**src/lte_pkg.sv**
```systemverilog
// ----------------------------------------------------------------------------
// lte_pkg: shared types and constants for the text byte escaper
// Item layouts, escape kinds, register indexes and the tables that
// spell out each escape sequence one byte at a time.
// ----------------------------------------------------------------------------
package lte_pkg;

  // Default depth of the queue between the classifier and the sequencer.
  localparam int QUEUE_DEPTH_DEF = 4;

  // Configuration port.
  localparam int CFG_INDEX_W = 2;
  localparam int CFG_DATA_W  = 8;
  localparam logic [CFG_INDEX_W-1:0] CFG_ESCAPE_MODE = 2'd0;
  localparam logic [CFG_INDEX_W-1:0] CFG_ESCAPE_CHAR = 2'd1;

  localparam logic [7:0] ESCAPE_CHAR_RESET = 8'h22;

  // Character codes used by the escape sequences.
  localparam logic [7:0] CH_TAB     = 8'h09;
  localparam logic [7:0] CH_SPACE   = 8'h20;
  localparam logic [7:0] CH_BSLASH  = 8'h5c;
  localparam logic [7:0] CH_QUOTE   = 8'h22;
  localparam logic [7:0] CH_LESS    = 8'h3c;
  localparam logic [7:0] CH_GREATER = 8'h3e;
  localparam logic [7:0] CH_AMP     = 8'h26;
  localparam logic [7:0] CH_HASH    = 8'h23;
  localparam logic [7:0] CH_SEMI    = 8'h3b;
  localparam logic [7:0] CH_X       = 8'h78;
  localparam logic [7:0] CH_Q       = 8'h71;
  localparam logic [7:0] CH_U       = 8'h75;
  localparam logic [7:0] CH_O       = 8'h6f;
  localparam logic [7:0] CH_T       = 8'h74;
  localparam logic [7:0] CH_L       = 8'h6c;
  localparam logic [7:0] CH_G       = 8'h67;
  localparam logic [7:0] CH_ZERO    = 8'h30;
  localparam logic [7:0] CH_A_LESS10 = 8'h57;

  typedef enum logic [1:0] {
    MODE_BACKSLASH = 2'd0,
    MODE_XML_ATTR  = 2'd1,
    MODE_XML_TEXT  = 2'd2,
    MODE_RAW       = 2'd3
  } mode_t;

  typedef enum logic [2:0] {
    KIND_PASS    = 3'd0,
    KIND_BS_CHAR = 3'd1,
    KIND_BS_HEX  = 3'd2,
    KIND_XML_HEX = 3'd3,
    KIND_QUOT    = 3'd4,
    KIND_LT      = 3'd5,
    KIND_GT      = 3'd6
  } kind_t;

  typedef struct packed {
    logic [7:0] text_byte;
    logic       text_end;
  } in_item_t;

  typedef struct packed {
    logic [7:0] out_byte;
    logic       seq_last;
    logic       text_done;
  } out_item_t;

  typedef struct packed {
    kind_t      kind;
    logic [7:0] text_byte;
    logic       text_end;
  } q_entry_t;

  typedef struct packed {
    logic full;
    logic empty;
  } q_status_t;

  typedef struct packed {
    logic       busy;
    logic [2:0] step;
  } back_status_t;

  function automatic logic [7:0] hex_digit(input logic [3:0] v);
    logic [7:0] w;
    w = {4'h0, v};
    return (v < 4'd10) ? (CH_ZERO + w) : (CH_A_LESS10 + w);
  endfunction

  // Number of output bytes for each kind of escape.
  function automatic logic [2:0] seq_len(input kind_t kind);
    logic [2:0] n;
    case (kind)
      KIND_PASS:    n = 3'd1;
      KIND_BS_CHAR: n = 3'd2;
      KIND_BS_HEX:  n = 3'd4;
      KIND_XML_HEX: n = 3'd6;
      KIND_QUOT:    n = 3'd6;
      KIND_LT:      n = 3'd4;
      KIND_GT:      n = 3'd4;
      default:      n = 3'd1;
    endcase
    return n;
  endfunction

  // Byte number step of the escape sequence for byte b.
  function automatic logic [7:0] seq_byte(input kind_t kind, input logic [7:0] b,
                                          input logic [2:0] step);
    logic [7:0] c;
    case (kind)
      KIND_BS_CHAR: c = (step == 3'd0) ? CH_BSLASH : b;
      KIND_BS_HEX: begin
        case (step)
          3'd0:    c = CH_BSLASH;
          3'd1:    c = CH_X;
          3'd2:    c = hex_digit(b[7:4]);
          default: c = hex_digit(b[3:0]);
        endcase
      end
      KIND_XML_HEX: begin
        case (step)
          3'd0:    c = CH_AMP;
          3'd1:    c = CH_HASH;
          3'd2:    c = CH_X;
          3'd3:    c = hex_digit(b[7:4]);
          3'd4:    c = hex_digit(b[3:0]);
          default: c = CH_SEMI;
        endcase
      end
      KIND_QUOT: begin
        case (step)
          3'd0:    c = CH_AMP;
          3'd1:    c = CH_Q;
          3'd2:    c = CH_U;
          3'd3:    c = CH_O;
          3'd4:    c = CH_T;
          default: c = CH_SEMI;
        endcase
      end
      KIND_LT: begin
        case (step)
          3'd0:    c = CH_AMP;
          3'd1:    c = CH_L;
          3'd2:    c = CH_T;
          default: c = CH_SEMI;
        endcase
      end
      KIND_GT: begin
        case (step)
          3'd0:    c = CH_AMP;
          3'd1:    c = CH_G;
          3'd2:    c = CH_T;
          default: c = CH_SEMI;
        endcase
      end
      default: c = b;
    endcase
    return c;
  endfunction

endpackage

```
**src/lte_front.sv**
```systemverilog
// ----------------------------------------------------------------------------
// lte_front: configuration registers and byte classifier
// Holds the escape mode and escape character, sorts each accepted byte
// into an escape kind and writes it to the queue.
// ----------------------------------------------------------------------------
module lte_front (
  input  logic                                clk,
  input  logic                                rst_n,
  input  logic                                cfg_we,
  input  logic [lte_pkg::CFG_INDEX_W-1:0]     cfg_index,
  input  logic [lte_pkg::CFG_DATA_W-1:0]      cfg_data,
  input  logic                                in_valid,
  input  lte_pkg::in_item_t                   in_item,
  input  lte_pkg::q_status_t                  q_st,
  output logic                                in_stall,
  output logic                                push,
  output lte_pkg::q_entry_t                   push_entry
);
  import lte_pkg::*;

  mode_t      escape_mode_r, escape_mode_nxt;
  logic [7:0] escape_char_r, escape_char_nxt;
  kind_t      kind;
  logic [7:0] b;
  logic       is_ctrl;

  always_comb begin
    escape_mode_nxt = escape_mode_r;
    escape_char_nxt = escape_char_r;
    if (cfg_we) begin
      case (cfg_index)
        CFG_ESCAPE_MODE: escape_mode_nxt = mode_t'(cfg_data[1:0]);
        CFG_ESCAPE_CHAR: escape_char_nxt = cfg_data[7:0];
        default: ;
      endcase
    end
  end

  always_ff @(posedge clk) begin
    if (!rst_n) begin
      escape_mode_r <= MODE_BACKSLASH;
      escape_char_r <= ESCAPE_CHAR_RESET;
    end else begin
      escape_mode_r <= escape_mode_nxt;
      escape_char_r <= escape_char_nxt;
    end
  end

  assign b       = in_item.text_byte;
  assign is_ctrl = (b < CH_SPACE);

  // In backslash mode the control escape takes priority over the escape
  // character, and tab is left alone unless it is the escape character.
  always_comb begin
    case (escape_mode_r)
      MODE_BACKSLASH: begin
        if (is_ctrl && (b != CH_TAB)) kind = KIND_BS_HEX;
        else if (b == escape_char_r)  kind = KIND_BS_CHAR;
        else                          kind = KIND_PASS;
      end
      MODE_XML_ATTR: begin
        if (is_ctrl)             kind = KIND_XML_HEX;
        else if (b == CH_QUOTE)  kind = KIND_QUOT;
        else                     kind = KIND_PASS;
      end
      MODE_XML_TEXT: begin
        if (is_ctrl)               kind = KIND_XML_HEX;
        else if (b == CH_LESS)     kind = KIND_LT;
        else if (b == CH_GREATER)  kind = KIND_GT;
        else                       kind = KIND_PASS;
      end
      default: kind = KIND_PASS;
    endcase
  end

  assign in_stall             = q_st.full;
  assign push                 = in_valid && !q_st.full;
  assign push_entry.kind      = kind;
  assign push_entry.text_byte = b;
  assign push_entry.text_end  = in_item.text_end;

endmodule

```
**src/lte_queue.sv**
```systemverilog
// ----------------------------------------------------------------------------
// lte_queue: short queue of classified items
// Register-based first-in first-out buffer between classifier and sequencer.
// ----------------------------------------------------------------------------
module lte_queue #(
  parameter int DEPTH = lte_pkg::QUEUE_DEPTH_DEF
) (
  input  logic               clk,
  input  logic               rst_n,
  input  logic               push,
  input  lte_pkg::q_entry_t  push_entry,
  input  logic               pop,
  output lte_pkg::q_entry_t  head,
  output lte_pkg::q_status_t q_st
);
  import lte_pkg::*;

  localparam int PTR_W = (DEPTH > 1) ? $clog2(DEPTH) : 1;
  localparam int CNT_W = $clog2(DEPTH + 1);

  q_entry_t         mem_r [DEPTH];
  logic [PTR_W-1:0] wr_ptr_r, wr_ptr_nxt;
  logic [PTR_W-1:0] rd_ptr_r, rd_ptr_nxt;
  logic [CNT_W-1:0] count_r, count_nxt;

  always_comb begin
    wr_ptr_nxt = wr_ptr_r;
    rd_ptr_nxt = rd_ptr_r;
    count_nxt  = count_r;
    if (push) begin
      wr_ptr_nxt = (wr_ptr_r == PTR_W'(DEPTH - 1)) ? '0 : wr_ptr_r + 1'b1;
    end
    if (pop) begin
      rd_ptr_nxt = (rd_ptr_r == PTR_W'(DEPTH - 1)) ? '0 : rd_ptr_r + 1'b1;
    end
    if (push && !pop)      count_nxt = count_r + 1'b1;
    else if (pop && !push) count_nxt = count_r - 1'b1;
  end

  always_ff @(posedge clk) begin
    if (!rst_n) begin
      wr_ptr_r <= '0;
      rd_ptr_r <= '0;
      count_r  <= '0;
    end else begin
      wr_ptr_r <= wr_ptr_nxt;
      rd_ptr_r <= rd_ptr_nxt;
      count_r  <= count_nxt;
    end
  end

  always_ff @(posedge clk) begin
    if (push) begin
      mem_r[wr_ptr_r] <= push_entry;
    end
  end

  assign head       = mem_r[rd_ptr_r];
  assign q_st.full  = (count_r == CNT_W'(DEPTH));
  assign q_st.empty = (count_r == '0);

endmodule

```
**src/lte_back.sv**
```systemverilog
// ----------------------------------------------------------------------------
// lte_back: escape sequencer and output register
// Walks the item at the head of the queue one output byte per cycle while
// the output is not stalled and releases it from the queue with its last byte.
// ----------------------------------------------------------------------------
module lte_back (
  input  logic                 clk,
  input  logic                 rst_n,
  input  lte_pkg::q_entry_t    head,
  input  lte_pkg::q_status_t   q_st,
  input  logic                 out_stall,
  output logic                 pop,
  output logic                 out_valid,
  output lte_pkg::out_item_t   out_item,
  output lte_pkg::back_status_t back_st
);
  import lte_pkg::*;

  logic [2:0] step_r, step_nxt;
  logic       out_valid_r, out_valid_nxt;
  out_item_t  out_item_r, out_item_nxt;
  logic       load;
  logic       last;

  assign load = !out_valid_r || !out_stall;
  assign last = (step_r == seq_len(head.kind) - 3'd1);
  assign pop  = load && !q_st.empty && last;

  always_comb begin
    step_nxt      = step_r;
    out_valid_nxt = out_valid_r;
    out_item_nxt  = out_item_r;
    if (load) begin
      out_valid_nxt          = !q_st.empty;
      out_item_nxt.out_byte  = seq_byte(head.kind, head.text_byte, step_r);
      out_item_nxt.seq_last  = last;
      out_item_nxt.text_done = last && head.text_end;
      if (!q_st.empty) begin
        step_nxt = last ? 3'd0 : step_r + 3'd1;
      end
    end
  end

  always_ff @(posedge clk) begin
    if (!rst_n) begin
      step_r      <= '0;
      out_valid_r <= 1'b0;
    end else begin
      step_r      <= step_nxt;
      out_valid_r <= out_valid_nxt;
    end
  end

  always_ff @(posedge clk) begin
    out_item_r <= out_item_nxt;
  end

  assign out_valid    = out_valid_r;
  assign out_item     = out_item_r;
  assign back_st.busy = out_valid_r;
  assign back_st.step = step_r;

endmodule

```
**src/log_text_byte_escaper.sv**
```systemverilog
// ----------------------------------------------------------------------------
// log_text_byte_escaper: escapes a text stream for log output
// Each input item is one text byte; it leaves as one to six output bytes in
// backslash, XML attribute, XML text or raw form, the last byte marked.
// ----------------------------------------------------------------------------
// The block produces exactly one output byte per clock cycle while an item
// is queued and the output side is not stalled. The escaped form of an
// input item has one byte for a byte that passes through, two for a
// backslashed escape character, four for a \xhh, &lt; or &gt; sequence and
// six for &#xhh; or &quot;. The package function seq_len gives these lengths.
// A queue of QUEUE_DEPTH items sits between the classifier and the
// sequencer, so input items keep being taken on consecutive cycles until
// the queue fills. When the queue is empty and the output register is free,
// an accepted item is written to a queue entry and its first byte is then
// loaded into the output register. Configuration is sampled by the
// classifier, so it should only be written while no item is in flight.
module log_text_byte_escaper #(
  parameter int QUEUE_DEPTH = lte_pkg::QUEUE_DEPTH_DEF
) (
  input  logic                            clk,
  input  logic                            rst_n,
  input  logic                            cfg_we,
  input  logic [lte_pkg::CFG_INDEX_W-1:0] cfg_index,
  input  logic [lte_pkg::CFG_DATA_W-1:0]  cfg_data,
  input  logic                            in_valid,
  output logic                            in_stall,
  input  lte_pkg::in_item_t               in_item,
  output logic                            out_valid,
  input  logic                            out_stall,
  output lte_pkg::out_item_t              out_item
);
  import lte_pkg::*;

  logic         push;
  logic         pop;
  q_entry_t     push_entry;
  q_entry_t     head;
  q_status_t    q_st;
  back_status_t back_st;

  // Front part: registers and classification of each accepted item.
  lte_front u_front (
    .clk        (clk),
    .rst_n      (rst_n),
    .cfg_we     (cfg_we),
    .cfg_index  (cfg_index),
    .cfg_data   (cfg_data),
    .in_valid   (in_valid),
    .in_item    (in_item),
    .q_st       (q_st),
    .in_stall   (in_stall),
    .push       (push),
    .push_entry (push_entry)
  );

  // The queue lets the input keep flowing while a long sequence is emitted.
  lte_queue #(
    .DEPTH (QUEUE_DEPTH)
  ) u_queue (
    .clk        (clk),
    .rst_n      (rst_n),
    .push       (push),
    .push_entry (push_entry),
    .pop        (pop),
    .head       (head),
    .q_st       (q_st)
  );

  // Back part: spells out the escape sequence of the item at the head.
  lte_back u_back (
    .clk       (clk),
    .rst_n     (rst_n),
    .head      (head),
    .q_st      (q_st),
    .out_stall (out_stall),
    .pop       (pop),
    .out_valid (out_valid),
    .out_item  (out_item),
    .back_st   (back_st)
  );

  // The end-of-text mark can only sit on the last byte of a sequence.
  a_done_on_last: assert property (@(posedge clk) disable iff (!rst_n)
    (out_valid && out_item.text_done) |-> out_item.seq_last)
    else $error("text_done without seq_last");

  // The sequencer is only part-way through a sequence while its item is queued.
  a_step_has_item: assert property (@(posedge clk) disable iff (!rst_n)
    (back_st.step != 3'd0) |-> !q_st.empty)
    else $error("sequence step with empty queue");

  // A queued item and a free output register always give an output byte.
  a_progress: assert property (@(posedge clk) disable iff (!rst_n)
    (!q_st.empty && (!back_st.busy || !out_stall)) |=> out_valid)
    else $error("sequencer failed to emit");

endmodule
```
**config.mk**
```make
export PLATFORM = sky130hd
export DESIGN_NAME = log_text_byte_escaper
export DESIGN_NICKNAME = d
export VERILOG_FILES = /design/src/lte_pkg.sv /design/src/lte_front.sv /design/src/lte_queue.sv /design/src/lte_back.sv /design/src/log_text_byte_escaper.sv
export SDC_FILE = /design/constraint.sdc
export NUM_CORES = 1
export LEC_CHECK = 0
export ABC_CLOCK_PERIOD_IN_PS = 10200
export BUFFER_PORTS_ARGS = -buffer_cell sky130_fd_sc_hd__clkbuf_2
export CORE_UTILIZATION = 37
export DETAILED_ROUTE_END_ITERATION = 6
export SYNTH_ARGS = -nofsm -noshare
export SYNTH_HDL_FRONTEND = slang
export SYNTH_SLANG_ARGS = --single-unit
```
**constraint.sdc**
```tcl
create_clock -name clk -period 10.2 [get_ports clk]
set_input_delay 2.04 -clock clk [delete_from_list [all_inputs] [get_ports clk]]
set_output_delay 2.04 -clock clk [all_outputs]
set_load 0.005 [all_outputs]
```
# Yosys cells after proc, flatten, opt, wreduce, memory -nomap -nowiden
# Memory sizes are Yosys's and may differ from the RTL's. A register that Yosys moved wholly into a read port is not among the register bits.
# Index checks and enable logic that the tools add are counted.
op_classes:
  bitwise_logic: 1
  n_reduce_logical: 24
  n_lt_le_gt_ge: 3
  n_eq_ne: 22
  muxes: 27
  add_sub_neg: 10
op_table:
  columns: ["operator", "n"]
  rows:
  - ["one-hot mux 8 bit (6 select lines)", 1]
  - ["one-hot mux 7 bit (3 select lines)", 2]
  - ["one-hot mux 8 bit (5 select lines)", 1]
  - ["one-hot mux 7 bit (5 select lines)", 1]
  - ["two-way mux 3 bit", 9]
  - ["== test 8 x 6 -> 1 bit, second input constant", 3]
  - ["two-way mux 8 bit", 3]
  - ["one-hot mux 8 bit (3 select lines)", 1]
  - ["one-hot mux 3 bit (3 select lines)", 2]
  - ["adder 7 x 4 -> 8 bit, first input constant", 2]
  - ["== test 3 bit, second input constant", 5]
  - ["adder 6 x 4 -> 7 bit, first input constant", 2]
  - ["== test 3 x 2 -> 1 bit, second input constant", 4]
  - ["== test 8 bit", 1]
  - ["less-than comparator 4 bit, second input constant", 2]
  - ["less-than comparator 8 x 6 -> 1 bit, second input constant", 1]
  - ["two-way mux 2 bit", 4]
  - ["!= test 8 x 4 -> 1 bit, second input constant", 1]
  - ["logical AND 1 bit", 7]
  - ["adder 3 x 1 -> 3 bit, second input constant", 2]
  - ["== test 2 bit, second input constant", 3]
  - ["== test 3 x 1 -> 1 bit, second input constant", 2]
  - ["logical NOT 1 bit", 6]
  - ["logical NOT 3 bit", 2]
  - ["12 further kinds", 20]
totals:
  regBits: 31
  inputBits: 24
  out_inout_bits: 12
  mem_bits_rw: 48
  word_cells: 98
  mem_count: 1
mem_list:
  columns: ["name", "depth", "width", "read_ports", "rd_clocked_by_memory_dff", "wr", "line_no", "rtl"]
  rows:
  - ["u_queue.mem_r", 4, 12, 1, 1, 1, "lte_queue.sv:21", "q_entry_t mem_r [DEPTH];"]

# Longest topological paths before layout
logic_depth:
  ltp_word: 9
  mapped_depth: 17
  ltp_nobuf: 15

# Modules after synthesis
# From an unflattened synthesis, not the netlist that was laid out.
hier_totals:
  cells_unflattened: 386
  area_unflattened_um2: 4461.8
modules_own_cells:
  columns: ["module", "area_per_inst_um2", "seq_area_each_um2", "cells_each", "instances"]
  rows:
  - ["lte_queue", 2193.4, 1621.6, 106, 1]
  - ["lte_back", 1586.5, 380.4, 201, 1]
  - ["lte_front", 681.9, 200.2, 79, 1]

# Worst setup path after synthesis
# No wires, ideal clock.
synth_path:
  path_kind: "in2reg"
  start: "input port out_stall"
  end: "register u_queue.count_r[2]"
  setup_slack_ns: 6.475
  setup_time_ns: 0.070
  arrival_ns: 3.654
  stages: 10
  path_buffers: 0
  t_required_ns: 10.130
  path_cell_list: "a21oi_1 > nand2b_1 > a21oi_4 > inv_1 > ha_1 > inv_1 > fa_1 > xor2_1 > or3_1 > a21oi_1"
synth_between:
  elab_chain_cells: 7
  elab_cells_between_ends: 9
  cone_classes: "1 x mux; 8 x reduce/logical"
synth_lines:
  columns: ["item", "line_no", "rtl"]
  rows:
  - ["start: declaration", "log_text_byte_escaper.sv:29", "input logic out_stall,"]
  - ["logical NOT 1 bit *", "lte_back.sv:25", "assign load = !out_valid_r || !out_stall;"]
  - ["logical OR 1 bit *", "lte_back.sv:25", null]
  - ["logical AND 1 bit * (2 in series)", "lte_back.sv:27", "assign pop = load && !q_st.empty && last;"]
  - ["logical NOT 1 bit", "lte_queue.sv:36", "if (push && !pop) count_nxt = count_r + 1'b1;"]
  - ["logical AND 1 bit", "lte_queue.sv:36", null]
  - ["two-way mux 3 bit / nonzero test 2 bit (equally long branches)", null, null]
  - ["end signal: assignment", "lte_queue.sv:48", "count_r <= count_nxt;"]
  - ["end: declaration", "lte_queue.sv:24", "logic [CNT_W-1:0] count_r, count_nxt;"]
# Every way passes the cells marked *; elsewhere a longest branch is shown, timed or not.
# A chain may end at the register's enable or synchronous reset.

==> impl_summary.log <==
INFO  metric ys_seq_area_share = between 50% and 60%
INFO  metric crit_path_max_delay_cell_type = dfxtp_1
INFO  metric synth_warnings = 0
INFO  metric cts_setup_buffers = 0
INFO  metric leading_register_cell_type_out_of_synthesis = edfxtp_1
INFO  metric synth.largest_area_cell = edfxtp_1
INFO  metric synth_most_common_cell = edfxtp_1
INFO  metric cts.path.max_buffers = 2
INFO  metric cts.root.buffer_cell = clkbuf_16
INFO  metric grt.met3_usage = 3.85%
INFO  metric grt_antenna_before_repair = 0
INFO  metric synth_seq_cells = 81
INFO  metric unrepaired_setup_endpoints_after_global_routing = no
INFO  metric cts.reportedPaths.clkPinSlew = 0.06 ns
INFO  metric max_stage_delay = between 0.8 and 0.9 ns
INFO  metric vias = approximately 3000
INFO  metric floorplan.die_area = about 12000 µm²
INFO  metric nNetsFinal = 440
INFO  metric finalPower = 1.26 mW
INFO  metric worst_ep_required_time = between 10 and 15 ns
INFO  metric gr-usage-all-layers = 17.1%
INFO  metric setup.worst_path.start_class = register
INFO  metric max_slew.worst_pin.slew = between 0.8 and 0.9 ns
INFO  metric timing.final.crit_share = 43.8%
INFO  metric h-tree-depth = 3
INFO  metric hold_buffers = 0
INFO  metric synth.cell_area = 4300 µm²
INFO  metric netlist.area_leader.share = 40.5%
INFO  metric data_arrival_time_at_the_worst_slack_endpoint = 4.72 ns
INFO  metric yosysUniqueCellTypes = 61
INFO  metric post-route-min-period = 4.46 ns
INFO  metric drive_gt1_share = 16.5%
INFO  metric core-area = 11100 µm²
INFO  metric stdcell_count = about 550
INFO  metric timing_max_transition_violations_final = 0
INFO  metric mappedNetlistNets = between 400 and 500
INFO  metric clkSinkCount = 81
INFO  metric route.final.wire_length = 9.16 mm
INFO  metric synth_enable_flop_cells = 58
INFO  metric initial_core_util = 38.8%
INFO  metric power.ir.vdd_worst = between 100 and 150 µV
INFO  metric port-buffer-count = 35
INFO  metric placement_rows = 38
INFO  metric synth_top_cells_by_count = edfxtp_1 (58), nor2_1 (35), dfxtp_1 (23), inv_1 (23), mux2i_1 (21)
INFO  metric synth.avg_cell_area = 11.6 µm²
INFO  metric final_antenna_diode_count = 0
INFO  metric crit_fanout = 19
INFO  metric detailedRoute.firstPassIterationCount = 5
INFO  metric detail_route.drc_violations = 0
INFO  metric power_density = ~260 nW/µm²
INFO  metric grt_util_met1 = between 20 and 25%
INFO  metric ios = 36
INFO  metric slew_headroom = about 45%
INFO  metric max_cap_viol_count = 0
INFO  metric die_width = 110 µm
INFO  metric clock_skew = 0.00738 ns
INFO  metric setup_viol = 0
INFO  metric grt.busiest_layer = met2
INFO  metric report.final.hold_viol_count = 0
INFO  metric grt_overflow = 0
INFO  metric layout-area-overhead-vs-synth = 13.4%
INFO  metric routed_wire_length_per_instance = about 17 µm
INFO  metric grt_first_pass_wirelength = roughly 15 mm
INFO  metric grt_max_degree = 22
INFO  metric synthesis.instances = 370
INFO  metric max_clock_freq = roughly 220 MHz
INFO  metric p_leak = 1.81 nW
INFO  metric grt_pass1_vias = 2970
INFO  metric clock_insertion_delay_worst_skew = 0.33 ns
INFO  metric route.antenna.remaining_nets = 0
INFO  metric die_h = approximately 110 µm
INFO  metric synthTopCellsByArea = edfxtp_1 (41%), dfxtp_1 (11%), mux4_2 (6.3%)
INFO  metric cts_resized = 0
INFO  metric status = finished clean
INFO  metric cts_inserted_buffers = 9
INFO  metric cts_tree = yes
INFO  metric type_of_the_most_critical_hold_path = register to register
INFO  metric post_drt_via_cell_ratio = 5.55
INFO  metric path_cells = mux4_2 > nor3_1 > nor2_1 > ha_1 > xor2_1 > o211ai_1 > o22a_2 > a21oi_4 > inv_1 > ha_1 > inv_1 > fa_1 > xor2_1 > or3_1 > a21oi_1
INFO  metric placedCellCount = 530
INFO  metric worstSetupPathType = register to register
INFO  metric drt_iter0_markers = roughly 130
INFO  metric synth_async_reset_ratio = 0%
INFO  metric dp_hpwl = ~6.6 mm
INFO  metric grtUsageMet2 = slightly below 30%
INFO  metric final.setup.tns = 0 ns
INFO  metric timing.critical_path.to_type = register
INFO  metric gp_routability_congestion = 0.916
placed cells by master (no fill, tap or decap), types with 3 or more instances in the layout:
cell	count
edfxtp_1	58
nor2_1	35
clkbuf_2	35
inv_1	23
dfxtp_1	23
mux2i_1	21
nand2_1	18
ha_1	14
nor3_1	13
mux4_2	12
a21oi_1	11
xnor2_1	11
o21ai_0	9
clkbuf_16	9
a211oi_1	7
and2_1	7
nand3_1	6
nor2b_1	5
a21o_1	5
nand2b_1	4
o21a_1	4
o22ai_1	4
nor3b_1	3
nor4b_1	3
nand4_1	3
xor2_1	3
and4b_1	3
or3_1	3
o31ai_1	3
flip-flops by register name (all words and copies together) (netlist names), named ones only:
name,count
u_queue.mem_r,48
u_back.out_item,10
u_front.escape_char_r,8
u_back.step_r,3
u_queue.count_r,3
u_front.escape_mode_r,2
u_queue.rd_ptr_r,2
u_queue.wr_ptr_r,2
u_back.out_valid,1
layer usage:
layer	wire [µm]	part of all wire [%]
met1	4040	44
met2	4480	49
met3	354	3.9
met4	286	3.1
met5	0	0
cells by family after synthesis:
| logic type | Yosys count | synth area share, % |
|---|---|---|
| and+or+nand+nor | 117 | 14.4 |
| DFF | 81 | 51.3 |
| AOI/OAI and AO/OA | 72 | 12.1 |
| buffers and inverters | 38 | 3.61 |
| muxes | 33 | 11.2 |
| adders and majority gates | 15 | 4.54 |
| xor gates and xnor gates | 14 | 2.85 |
metrics by stage:
stage          hold WS, ns  instance area [µm²]  worst slack, ns  utilization (%)
6_report             0.505                 4870             5.74             44.0
5_1_grt              0.516                 4870             5.30             44.0
4_1_cts              0.512                 4870             5.69             44.0
3_5_place_dp         0.500                 4580             5.72             41.3
3_3_place_gp         0.478                 4580             5.88             41.3
2_1_floorplan        0.454                 4300             6.48                -
report_power, final:
part	internal, mW	total (mW)	switching (mW)
logic	0.195	0.479	0.284
clock network	0.192	0.321	0.130
registers	0.420	0.462	0.0418
critical path, delay by kind of cell (launching register included):
family          cells  cell delay, ns
mux                 1            0.79
simple gates        3            0.82
buf+inv             2            0.14
xor+xnor            2            0.34
flops               1            0.86
fa+ha+maj           3            0.84
compound gates      4            0.58
path summary, 6_finish.rpt:
| path | to | cells after the start | slack, ns | startpoint |
|---|---|---|---|---|
| worst max-delay path | u_queue.count_r[2] | 15 | 5.74 | register |
| worst min-delay path | u_queue.rd_ptr_r[1] | 2 | 0.51 | u_queue.rd_ptr_r[1] |
| worst max register to register | u_queue.count_r[2] | 15 | 5.74 | register |
| worst min register to register | u_queue.rd_ptr_r[1] | 2 | 0.51 | u_queue.rd_ptr_r[1] |
final cells by class:
cell class | count | area, µm²
clock buffers | 11 | 233
clock inverters | 5 | 62.6
flip-flops and latches | 81 | 2200
multi-input cells | 251 | 1940
fillers | 1022 | 6210
inverters | 23 | 86.3
repair buffers | 35 | 175
well taps | 140 | 175
(Power assumes the default switching activity.)
